**config.mk**
```make
export PLATFORM = sky130hd
export DESIGN_NAME = token_bucket_rate_limiter_flat
export DESIGN_NICKNAME = d
export VERILOG_FILES = /design/src/tbrl_pkg.sv /design/src/tbrl_if.sv /design/src/token_bucket_rate_limiter.sv /design/src/tbrl_mul.sv /design/src/tbrl_div.sv /design/src/flat_wrapper.sv
export SDC_FILE = /design/constraint.sdc
export NUM_CORES = 2
export LEC_CHECK = 0
export BUFFER_PORTS_ARGS = -buffer_cell sky130_fd_sc_hd__clkbuf_2
export CAP_MARGIN = 20
export CORE_MARGIN = 1.5
export CORE_UTILIZATION = 60
export CTS_BUF_LIST = sky130_fd_sc_hd__clkbuf_16
export CTS_CLUSTER_DIAMETER = 100
export CTS_CLUSTER_SIZE = 12
export DETAILED_ROUTE_END_ITERATION = 7
export PLACE_DENSITY_LB_ADDON = 0.1
export SLEW_MARGIN = 20
export SYNTH_ARGS = -nofsm -noshare
export SYNTH_HDL_FRONTEND = slang
export SYNTH_SLANG_ARGS = --single-unit
```
**constraint.sdc**
```tcl
create_clock -name clk -period 9.25 [get_ports clk]
set_clock_uncertainty 0.05 [all_clocks]
set_input_delay 1.3875 -clock clk [delete_from_list [all_inputs] [get_ports clk]]
set_output_delay 1.3875 -clock clk [all_outputs]
set_load 0.03 [all_outputs]
```
**src/tbrl_pkg.sv**
```systemverilog
`timescale 1ns / 1ps
// ----------------------------------------------------------------------------
// tbrl_pkg
// Widths, constants and shared types of the token bucket rate limiter.
// ----------------------------------------------------------------------------
package tbrl_pkg;

  // field and state widths
  localparam int TOKEN_W   = 48;
  localparam int RATE_W    = 48;
  localparam int SIZE_W    = 48;
  localparam int ELAPSED_W = 32;
  localparam int WAIT_W    = 32;

  // time base: ticks per second
  localparam int TICKS_PER_SECOND = 1000;

  // serial multiplier: RATE_W x ELAPSED_W, one multiplier bit per cycle
  localparam int PROD_W    = RATE_W + ELAPSED_W;
  localparam int MUL_CNT_W = $clog2(ELAPSED_W);

  // serial divider: 64-bit dividend, one quotient bit per cycle
  localparam int DVD_W     = 64;
  localparam int DIV_CNT_W = $clog2(DVD_W);

  localparam logic [TOKEN_W-1:0]   TOKEN_MAX   = '1;
  localparam logic [WAIT_W-1:0]    WAIT_MAX    = '1;
  localparam logic [ELAPSED_W-1:0] ELAPSED_MAX = '1;

  localparam logic [ELAPSED_W-1:0] TICKS_MPLIER  = ELAPSED_W'(TICKS_PER_SECOND);
  localparam logic [RATE_W-1:0]    TICKS_DIVISOR = RATE_W'(TICKS_PER_SECOND);

  // item opcodes
  typedef enum logic [1:0] {
    OP_TICK    = 2'd0,
    OP_REQUEST = 2'd1,
    OP_RESTART = 2'd2,
    OP_NONE    = 2'd3
  } op_t;

  // status of a serial arithmetic unit
  typedef struct packed {
    logic busy;
    logic done;
  } unit_stat_t;

endpackage

```
**src/tbrl_if.sv**
```systemverilog
`timescale 1ns / 1ps
// ----------------------------------------------------------------------------
// tbrl_if
// Channel interfaces of the rate limiter: config write, input item, result.
// ----------------------------------------------------------------------------

// rate register write channel
interface tbrl_cfg_if import tbrl_pkg::*; ();
  logic              valid;
  logic              ready;
  logic [RATE_W-1:0] rate_bytes_per_s;

  modport source (output valid, output rate_bytes_per_s, input ready);
  modport sink   (input valid, input rate_bytes_per_s, output ready);
endinterface

// input item channel
interface tbrl_item_if import tbrl_pkg::*; ();
  logic              valid;
  logic              ready;
  logic [1:0]        op;
  logic [SIZE_W-1:0] request_size;

  modport source (output valid, output op, output request_size, input ready);
  modport sink   (input valid, input op, input request_size, output ready);
endinterface

// result channel
interface tbrl_res_if import tbrl_pkg::*; ();
  logic               valid;
  logic               ready;
  logic               granted;
  logic [WAIT_W-1:0]  wait_ms;
  logic               busy_res;
  logic [TOKEN_W-1:0] tokens_left;

  modport source (output valid, output granted, output wait_ms, output busy_res,
                  output tokens_left, input ready);
  modport sink   (input valid, input granted, input wait_ms, input busy_res,
                  input tokens_left, output ready);
endinterface

```
**src/token_bucket_rate_limiter.sv**
```systemverilog
`timescale 1ns / 1ps
// ----------------------------------------------------------------------------
// token_bucket_rate_limiter
// Byte token bucket: ticks, byte requests and restarts in, one result out.
// ----------------------------------------------------------------------------
// Usage:
//   cfg    : writes the rate register (bytes per second); always ready.
//            Write only while no item is in flight.
//   item   : op tick / request / restart, plus request_size. One item is
//            worked on at a time; ready is low while an item is at work.
//   result : one beat per item: granted, wait_ms, busy_res, tokens_left.
// Steps, accept to result valid:
//   tick, restart, unused op, request that fits the bucket : result
//     valid in the cycle after accept.
//   request that needs a refill : serial multiply of rate by elapsed
//     time, serial divide by the tick rate, saturating add, check.
//   request rejected after refill : a second multiply and divide give
//     the wait time from the shortfall and the rate.
//   The multiply and divide run on the bit-serial multiplier and divider.
// Reset: rate, bucket level and elapsed time clear to zero.
// A stalled result holds in the output register; the next item is taken
// in the same cycle the held beat is taken, and not before.
// ----------------------------------------------------------------------------
module token_bucket_rate_limiter import tbrl_pkg::*; (
  input  logic        clk,
  input  logic        rst,
  tbrl_cfg_if.sink    cfg,
  tbrl_item_if.sink   item,
  tbrl_res_if.source  result
);

  typedef enum logic [6:0] {
    S_IDLE     = 7'b0000001,
    S_MUL_FILL = 7'b0000010,
    S_DIV_FILL = 7'b0000100,
    S_ADD_FILL = 7'b0001000,
    S_JUDGE    = 7'b0010000,
    S_MUL_WAIT = 7'b0100000,
    S_DIV_WAIT = 7'b1000000
  } state_t;

  state_t               state;
  state_t               state_next;
  logic [RATE_W-1:0]    rate_bytes_per_s;
  logic [TOKEN_W-1:0]   token_level;
  logic [ELAPSED_W-1:0] elapsed_ms;
  logic [SIZE_W-1:0]    req_size;

  logic                 res_valid;
  logic                 res_granted;
  logic [WAIT_W-1:0]    res_wait;
  logic                 res_busy;
  logic [TOKEN_W-1:0]   res_tokens;

  logic                 in_fire;
  op_t                  item_op;
  logic                 rate_zero;
  logic                 fits_now;
  logic                 fits_judge;
  logic [TOKEN_W-1:0]   shortfall;

  logic                 mul_start;
  logic [RATE_W-1:0]    mul_mcand;
  logic [ELAPSED_W-1:0] mul_mplier;
  unit_stat_t           mul_stat;
  logic [PROD_W-1:0]    mul_product;

  logic                 div_start;
  logic [DVD_W-1:0]     div_dividend;
  logic [RATE_W-1:0]    div_divisor;
  unit_stat_t           div_stat;
  logic [DVD_W-1:0]     div_quotient;

  logic [DVD_W-1:0]     prod_sat;
  logic [DVD_W:0]       fill_sum;
  logic                 fill_sat;
  logic                 wait_sat;
  logic [WAIT_W-1:0]    wait_val;

  logic                 res_load;
  logic                 load_granted;
  logic [WAIT_W-1:0]    load_wait;
  logic [TOKEN_W-1:0]   load_tokens;

  // handshakes
  assign cfg.ready  = 1'b1;
  assign item.ready = (state == S_IDLE) && (!res_valid || result.ready) &&
                      !mul_stat.busy && !div_stat.busy;
  assign in_fire    = item.valid && item.ready;
  assign item_op    = op_t'(item.op);

  // bucket checks
  assign rate_zero  = (rate_bytes_per_s == '0);
  assign fits_now   = (token_level >= item.request_size);
  assign fits_judge = (token_level >= req_size);
  assign shortfall  = req_size - token_level;

  // refill: saturate product to 64 bits, add quotient plus one, saturate bucket
  assign prod_sat = (|mul_product[PROD_W-1:DVD_W]) ? {DVD_W{1'b1}}
                                                   : mul_product[DVD_W-1:0];
  assign fill_sum = {1'b0, div_quotient} + {{(DVD_W+1-TOKEN_W){1'b0}}, token_level}
                    + {{DVD_W{1'b0}}, 1'b1};
  assign fill_sat = |fill_sum[DVD_W:TOKEN_W];

  // wait: quotient plus one, saturating
  assign wait_sat = (|div_quotient[DVD_W-1:WAIT_W]) ||
                    (div_quotient[WAIT_W-1:0] == WAIT_MAX);
  assign wait_val = wait_sat ? WAIT_MAX : div_quotient[WAIT_W-1:0] + 1'b1;

  // sequencer, unit starts and result load
  always_comb begin
    state_next   = state;
    mul_start    = 1'b0;
    mul_mcand    = rate_bytes_per_s;
    mul_mplier   = elapsed_ms;
    div_start    = 1'b0;
    div_dividend = prod_sat;
    div_divisor  = TICKS_DIVISOR;
    res_load     = 1'b0;
    load_granted = 1'b0;
    load_wait    = '0;
    load_tokens  = token_level;
    unique case (state)
      S_IDLE: begin
        if (in_fire) begin
          unique case (item_op)
            OP_TICK: begin
              res_load = 1'b1;
            end
            OP_REQUEST: begin
              if (fits_now) begin
                res_load     = 1'b1;
                load_granted = 1'b1;
                load_tokens  = token_level - item.request_size;
              end else begin
                mul_start  = 1'b1;
                state_next = S_MUL_FILL;
              end
            end
            OP_RESTART: begin
              res_load    = 1'b1;
              load_tokens = rate_bytes_per_s;
            end
            OP_NONE: begin
              res_load = 1'b1;
            end
            default: begin
              res_load = 1'b1;
            end
          endcase
        end
      end
      S_MUL_FILL: begin
        if (mul_stat.done) begin
          div_start  = 1'b1;
          state_next = S_DIV_FILL;
        end
      end
      S_DIV_FILL: begin
        if (div_stat.done) begin
          state_next = S_ADD_FILL;
        end
      end
      S_ADD_FILL: begin
        state_next = S_JUDGE;
      end
      S_JUDGE: begin
        if (fits_judge) begin
          res_load     = 1'b1;
          load_granted = 1'b1;
          load_tokens  = token_level - req_size;
          state_next   = S_IDLE;
        end else if (rate_zero) begin
          res_load   = 1'b1;
          load_wait  = WAIT_MAX;
          state_next = S_IDLE;
        end else begin
          mul_start  = 1'b1;
          mul_mcand  = shortfall;
          mul_mplier = TICKS_MPLIER;
          state_next = S_MUL_WAIT;
        end
      end
      S_MUL_WAIT: begin
        div_dividend = mul_product[DVD_W-1:0];
        div_divisor  = rate_bytes_per_s;
        if (mul_stat.done) begin
          div_start  = 1'b1;
          state_next = S_DIV_WAIT;
        end
      end
      S_DIV_WAIT: begin
        if (div_stat.done) begin
          res_load   = 1'b1;
          load_wait  = wait_val;
          state_next = S_IDLE;
        end
      end
      default: begin
        state_next = S_IDLE;
      end
    endcase
  end

  // control and bucket state
  always_ff @(posedge clk) begin
    if (rst) begin
      state            <= S_IDLE;
      rate_bytes_per_s <= '0;
      token_level      <= '0;
      elapsed_ms       <= '0;
      res_valid        <= 1'b0;
    end else begin
      state <= state_next;
      if (cfg.valid && cfg.ready) begin
        rate_bytes_per_s <= cfg.rate_bytes_per_s;
      end
      if (res_load) begin
        res_valid <= 1'b1;
      end else if (result.ready) begin
        res_valid <= 1'b0;
      end
      if (in_fire) begin
        unique case (item_op)
          OP_TICK: begin
            if (elapsed_ms != ELAPSED_MAX) begin
              elapsed_ms <= elapsed_ms + 1'b1;
            end
          end
          OP_REQUEST: begin
            if (fits_now) begin
              token_level <= token_level - item.request_size;
            end
          end
          OP_RESTART: begin
            token_level <= rate_bytes_per_s;
            elapsed_ms  <= '0;
          end
          OP_NONE: begin
          end
          default: begin
          end
        endcase
      end else if (state == S_ADD_FILL) begin
        token_level <= fill_sat ? TOKEN_MAX : fill_sum[TOKEN_W-1:0];
        elapsed_ms  <= '0;
      end else if ((state == S_JUDGE) && fits_judge) begin
        token_level <= token_level - req_size;
      end
    end
  end

  // item and result payload
  always_ff @(posedge clk) begin
    if (in_fire) begin
      req_size <= item.request_size;
    end
    if (res_load) begin
      res_granted <= load_granted;
      res_wait    <= load_wait;
      res_busy    <= rate_zero;
      res_tokens  <= load_tokens;
    end
  end

  assign result.valid       = res_valid;
  assign result.granted     = res_granted;
  assign result.wait_ms     = res_wait;
  assign result.busy_res    = res_busy;
  assign result.tokens_left = res_tokens;

  tbrl_mul u_mul (
    .clk     (clk),
    .rst     (rst),
    .start   (mul_start),
    .mcand   (mul_mcand),
    .mplier  (mul_mplier),
    .stat    (mul_stat),
    .product (mul_product)
  );

  tbrl_div u_div (
    .clk      (clk),
    .rst      (rst),
    .start    (div_start),
    .dividend (div_dividend),
    .divisor  (div_divisor),
    .stat     (div_stat),
    .quotient (div_quotient)
  );

endmodule

```
**src/tbrl_mul.sv**
```systemverilog
`timescale 1ns / 1ps
// ----------------------------------------------------------------------------
// tbrl_mul
// Bit-serial shift-add multiplier, RATE_W x ELAPSED_W, one bit per cycle.
// ----------------------------------------------------------------------------
module tbrl_mul import tbrl_pkg::*; (
  input  logic              clk,
  input  logic              rst,
  input  logic              start,
  input  logic [RATE_W-1:0] mcand,
  input  logic [ELAPSED_W-1:0] mplier,
  output unit_stat_t        stat,
  output logic [PROD_W-1:0] product
);

  logic                 busy;
  logic                 done;
  logic [MUL_CNT_W-1:0] cnt;
  logic [RATE_W-1:0]    mcand_q;
  logic [RATE_W-1:0]    hi;
  logic [ELAPSED_W-1:0] lo;
  logic [RATE_W:0]      sum;

  // add multiplicand into the upper half when the current multiplier bit is set
  assign sum = {1'b0, hi} + (lo[0] ? {1'b0, mcand_q} : {(RATE_W+1){1'b0}});

  // step counter
  always_ff @(posedge clk) begin
    if (rst) begin
      busy <= 1'b0;
      done <= 1'b0;
      cnt  <= '0;
    end else begin
      done <= 1'b0;
      if (start) begin
        busy <= 1'b1;
        cnt  <= MUL_CNT_W'(ELAPSED_W - 1);
      end else if (busy) begin
        if (cnt == '0) begin
          busy <= 1'b0;
          done <= 1'b1;
        end else begin
          cnt <= cnt - 1'b1;
        end
      end
    end
  end

  // product shift register: multiplier bits leave at the bottom
  always_ff @(posedge clk) begin
    if (start) begin
      mcand_q <= mcand;
      hi      <= '0;
      lo      <= mplier;
    end else if (busy) begin
      hi <= sum[RATE_W:1];
      lo <= {sum[0], lo[ELAPSED_W-1:1]};
    end
  end

  assign stat.busy = busy;
  assign stat.done = done;
  assign product   = {hi, lo};

endmodule

```
**src/tbrl_div.sv**
```systemverilog
`timescale 1ns / 1ps
// ----------------------------------------------------------------------------
// tbrl_div
// Bit-serial restoring divider, DVD_W-bit dividend by RATE_W-bit divisor.
// ----------------------------------------------------------------------------
module tbrl_div import tbrl_pkg::*; (
  input  logic             clk,
  input  logic             rst,
  input  logic             start,
  input  logic [DVD_W-1:0] dividend,
  input  logic [RATE_W-1:0] divisor,
  output unit_stat_t       stat,
  output logic [DVD_W-1:0] quotient
);

  logic                 busy;
  logic                 done;
  logic [DIV_CNT_W-1:0] cnt;
  logic [RATE_W-1:0]    dsr;
  logic [RATE_W-1:0]    rem;
  logic [DVD_W-1:0]     dvd;
  logic [RATE_W:0]      rem_sh;
  logic [RATE_W+1:0]    diff;
  logic                 qbit;

  // trial subtract of the divisor from the shifted remainder
  assign rem_sh = {rem, dvd[DVD_W-1]};
  assign diff   = {1'b0, rem_sh} - {2'b00, dsr};
  assign qbit   = ~diff[RATE_W+1];

  // step counter
  always_ff @(posedge clk) begin
    if (rst) begin
      busy <= 1'b0;
      done <= 1'b0;
      cnt  <= '0;
    end else begin
      done <= 1'b0;
      if (start) begin
        busy <= 1'b1;
        cnt  <= DIV_CNT_W'(DVD_W - 1);
      end else if (busy) begin
        if (cnt == '0) begin
          busy <= 1'b0;
          done <= 1'b1;
        end else begin
          cnt <= cnt - 1'b1;
        end
      end
    end
  end

  // dividend shifts out at the top, quotient bits shift in at the bottom
  always_ff @(posedge clk) begin
    if (start) begin
      dsr <= divisor;
      rem <= '0;
      dvd <= dividend;
    end else if (busy) begin
      rem <= qbit ? diff[RATE_W-1:0] : rem_sh[RATE_W-1:0];
      dvd <= {dvd[DVD_W-2:0], qbit};
    end
  end

  assign stat.busy = busy;
  assign stat.done = done;
  assign quotient  = dvd;

endmodule

```
**src/flat_wrapper.sv**
```systemverilog
// flat-port wrapper written by rule: the top's interface ports become plain ports
module token_bucket_rate_limiter_flat import tbrl_pkg::*;
  (clk, rst, cfg_valid, cfg_rate_bytes_per_s, cfg_ready, item_valid, item_op, item_request_size, item_ready, result_valid, result_granted, result_wait_ms, result_busy_res, result_tokens_left, result_ready);
  tbrl_cfg_if cfg_i ();
  tbrl_item_if item_i ();
  tbrl_res_if result_i ();
  input  logic clk;
  input  logic rst;
  input wire logic [$bits(cfg_i.valid)-1:0] cfg_valid;
  input wire logic [$bits(cfg_i.rate_bytes_per_s)-1:0] cfg_rate_bytes_per_s;
  output wire logic [$bits(cfg_i.ready)-1:0] cfg_ready;
  input wire logic [$bits(item_i.valid)-1:0] item_valid;
  input wire logic [$bits(item_i.op)-1:0] item_op;
  input wire logic [$bits(item_i.request_size)-1:0] item_request_size;
  output wire logic [$bits(item_i.ready)-1:0] item_ready;
  output wire logic [$bits(result_i.valid)-1:0] result_valid;
  output wire logic [$bits(result_i.granted)-1:0] result_granted;
  output wire logic [$bits(result_i.wait_ms)-1:0] result_wait_ms;
  output wire logic [$bits(result_i.busy_res)-1:0] result_busy_res;
  output wire logic [$bits(result_i.tokens_left)-1:0] result_tokens_left;
  input wire logic [$bits(result_i.ready)-1:0] result_ready;
  assign cfg_i.valid = cfg_valid;
  assign cfg_i.rate_bytes_per_s = cfg_rate_bytes_per_s;
  assign cfg_ready = cfg_i.ready;
  assign item_i.valid = item_valid;
  assign item_i.op = item_op;
  assign item_i.request_size = item_request_size;
  assign item_ready = item_i.ready;
  assign result_valid = result_i.valid;
  assign result_granted = result_i.granted;
  assign result_wait_ms = result_i.wait_ms;
  assign result_busy_res = result_i.busy_res;
  assign result_tokens_left = result_i.tokens_left;
  assign result_i.ready = result_ready;
  token_bucket_rate_limiter u_core (.clk(clk), .rst(rst), .cfg(cfg_i), .item(item_i), .result(result_i));
endmodule
```
==> summary.txt <==
outcome -> finished, final reports clean
Setup violations, final -> 0
setup TNS -> 0 ns
Post-Route WL -> 157 mm
count leader, synth -> nand2_1
CTS Buf Count -> 54
CTS tree -> built
max-cap violations -> 0
RSZ-0062 raised after global routing -> false
synthesized flop and latch total -> 569
Hold Buf Count CTS -> 0
critical path's most frequent cell -> inv_1
Pleak -> 19.3 nW
clock power share -> 30.4%
Main synth FF type -> edfxtp_1
total die area -> 72,200 um2
CTS H-tree lvls -> 2
CP Cell Sequence -> inv_1 > ha_1 > inv_1 > fa_1 > a21o_1 > a21o_1 > a21oi_1 > o31a_1 > a211o_1 > a21oi_1 > o2111ai_1 > and2_1 > buf_4 > nor2_1 > clkinv_2 > nor2_1 > inv_1 > buf_4
overall routing resource usage -> 42.1%
Routed Antenna Nets -> 0
# fillers -> 6,017
Tmin final -> 6.21 ns
CP Data Arrival Time -> 6.53 ns
Synth cell types -> 97
Clock Latency Late Sink -> 0.67 ns
Site Rows -> 97
post-CTS sizing -> 0
Worst Path Class, Setup -> reg -> reg
most frequent cells after synthesis -> nand2_1 (474), a21oi_1 (446), nor2_1 (365)
WL/cell -> 26.2 um
Post-synth EDFFs -> 322
Vias/cell -> 6.72
sw frac -> 34.1%
sequential-to-total area share from yosys stat -> 34.5%
fraction of layout cells with a size suffix above 1 -> 7.87%
startpoint types -> register
initial antenna violation count -> 9
Final period util -> 67.2%
Pre-Repair DR Iteration Count -> 7
hold_sp -> u_core.u_div.rem[36]$_SDFFE_PP0P_
Die W -> 269 um
Port Buf Inserts -> 186
gr ovfl total -> 0
Area contributors post-synth -> edfxtp_1 (23%), dfxtp_1 (12%), ha_1 (8.8%)
Post-Syn Nets -> 5,396
HP Class -> reg -> reg
Worst path max stage delay -> 0.75 ns
worst path required time -> 9.57 ns
CP startpoint -> u_core.token_level[0]$_SDFFE_PP0P_
Worst Max-Slew Pin Slew -> 1.07 ns
Worst path slowest cell -> nor2_1
Layout Cells excl Fill -> 5,999
Comb power frac -> 25.1%
Crit Path Max Fanout -> 32
RePlAce Congestion -> 1.08
Vias -> 40,300
Post-CTS Setup Repair Bufs -> 0
reg2reg setup slack -> 3.04 ns
Layout Area Growth over Synthesis -> 7.31%
Syn Inst Count -> 4,990
DRT iter0 DRCs -> 4,984
P_int -> 4.57 mW
DRC errors left -> 0
CTS root buf -> clkbuf_16
area share of the largest cell type after synthesis -> 22.8%
maximum vdd drop -> 0.162 mV
initial core utilization -> 60.5%
synthesized area -> 42,400 um2
sequential share of power -> 44.5%
clk buf depth -> 3
Final Hold Vio Count -> 0
Sink Count -> 569
Core ar. -> 70,000 um2
mean post-synth cell area -> 8.49 um2
io pins -> 188
PwrDens -> 153 nW/um2
Fmax achieved -> 161 MHz
max_slew headroom -> 26.8%
global-route wire length before repair -> 227 mm
Synth Warn # -> 0
vias in the first global route -> 36,500
post-synthesis cell type with the largest combined area -> edfxtp_1
sw power -> 2.37 mW
CTS clock-pin slew for the worst setup and hold paths -> 0.07 ns
fin nets -> 5,416
DP HPWL -> 120 mm
largest net degree at the start of global routing -> 95
Cells after DPL -> 5,892
worst hold margin -> 0.431 ns
CP Capture Type -> register
ys async rst share -> 0%
chip height -> 269 um
FF-to-FF Start -> u_core.token_level[0]$_SDFFE_PP0P_
final slew viol count -> 0
kinds of logic after synthesis:
family	Yosys count	share of synthesized area (%)
AOI/OAI and AO/OA	1630	25.3
xor gates and xnor gates	303	6.26
adders and majority gates	303	9.05
buffers and inverters	563	5.25
DFF	569	34.5
muxes	88	2.09
other	1	0.00885
and+or+nand+nor	1533	17.6
state kept, by name, indices dropped and copies added (netlist names):
register and cells:
u_core.u_div.quotient 64, u_core.rate_bytes_per_s 48, u_core.req_size 48, u_core.result.tokens_left 48, u_core.token_level 48, u_core.u_div.dsr 48, u_core.u_div.rem 48, u_core.u_mul.hi 48
u_core.u_mul.mcand_q 48, u_core.elapsed_ms 32, u_core.result.wait_ms 32, u_core.u_mul.lo 32, u_core.state 7, u_core.u_div.cnt 6, u_core.u_mul.cnt 5, u_core.result.busy_res 1
u_core.result.granted 1, u_core.result.valid 1, u_core.u_div.busy 1, u_core.u_div.done 1, u_core.u_mul.busy 1, u_core.u_mul.done 1
cell type report:
class	count	area, um2	share of cell area, %
multi-input cells	3858	25600	56.4
well taps	940	1180	2.59
clock buffers	54	1350	2.97
clock inverters	48	249	0.547
inverters	288	1090	2.40
flip-flops and latches	569	14600	32.1
repair buffers	239	1360	2.99
diodes	3	7.51	0.0165
stage by stage:
step	power, mW	setup WS, ns	cell area [um2]	utilization [%]
after detailed placement	4.82	2.64	43800	62.6
final	6.94	3.04	45500	64.9
after CTS	6.89	3.19	45400	64.9
after floorplan	4.28	3.27	42400	-
after global routing	7.18	2.70	45500	64.9
after global placement	4.79	2.81	43800	62.6
layout by cell type (no fill, tap or decap), types with 24 or more instances in the layout:
master	instances
nand2_1	472
a21oi_1	445
nor2_1	363
o21ai_0	341
inv_1	322
edfxtp_1	322
ha_1	297
dfxtp_1	245
clkbuf_2	185
a21o_1	179
xnor2_1	171
xor2_1	132
and2_1	110
nand4_1	102
nand3_1	102
mux2i_1	85
a22oi_1	83
nor3_1	68
o22a_1	61
o21bai_1	58
o21a_1	54
clkbuf_16	54
nor4_1	52
buf_4	52
and3_1	49
nor2b_1	41
a31oi_1	41
nand2b_1	38
o21ai_1	37
or3_1	35
o221ai_2	28
o31ai_1	27
a211oi_1	27
o211ai_1	24
power groups by stage:
stage	registers, mW	clock network [mW]	logic (mW)
after floorplan	3.11	0	1.18
after global placement	3.13	0	1.66
after CTS	3.08	2.11	1.70
final	3.09	2.11	1.74
after detailed placement	3.13	0	1.69
after global routing	3.10	2.20	1.88
worst max-delay path: cells and delay by family, from the launching register on:
| kind | cells | cell delay [ns] |
|---|---|---|
| compound gates | 7 | 2.02 |
| flops | 1 | 0.42 |
| fa+ha+maj | 2 | 0.43 |
| buf+inv | 6 | 1.35 |
| simple gates | 3 | 1.56 |
final timing paths:
path	endpoint	depth (start not counted)
worst max-delay path	u_core.u_mul.lo[4]$_DFFE_PP_	18
worst min-delay path	u_core.u_div.rem[37]$_SDFFE_PP0P_	2
worst max register to register	u_core.u_mul.lo[4]$_DFFE_PP_	18
worst min register to register	u_core.u_div.rem[37]$_SDFFE_PP0P_	2
layer usage:
metal | routed length (um) | GRT usage, %
met1 | 60300 | 53.4
met2 | 67900 | 65.0
met3 | 16400 | 8.95
met4 | 12400 | 27.7
met5 | 44 | 0
No activity file was read; power rests on OpenSTA's default activity.
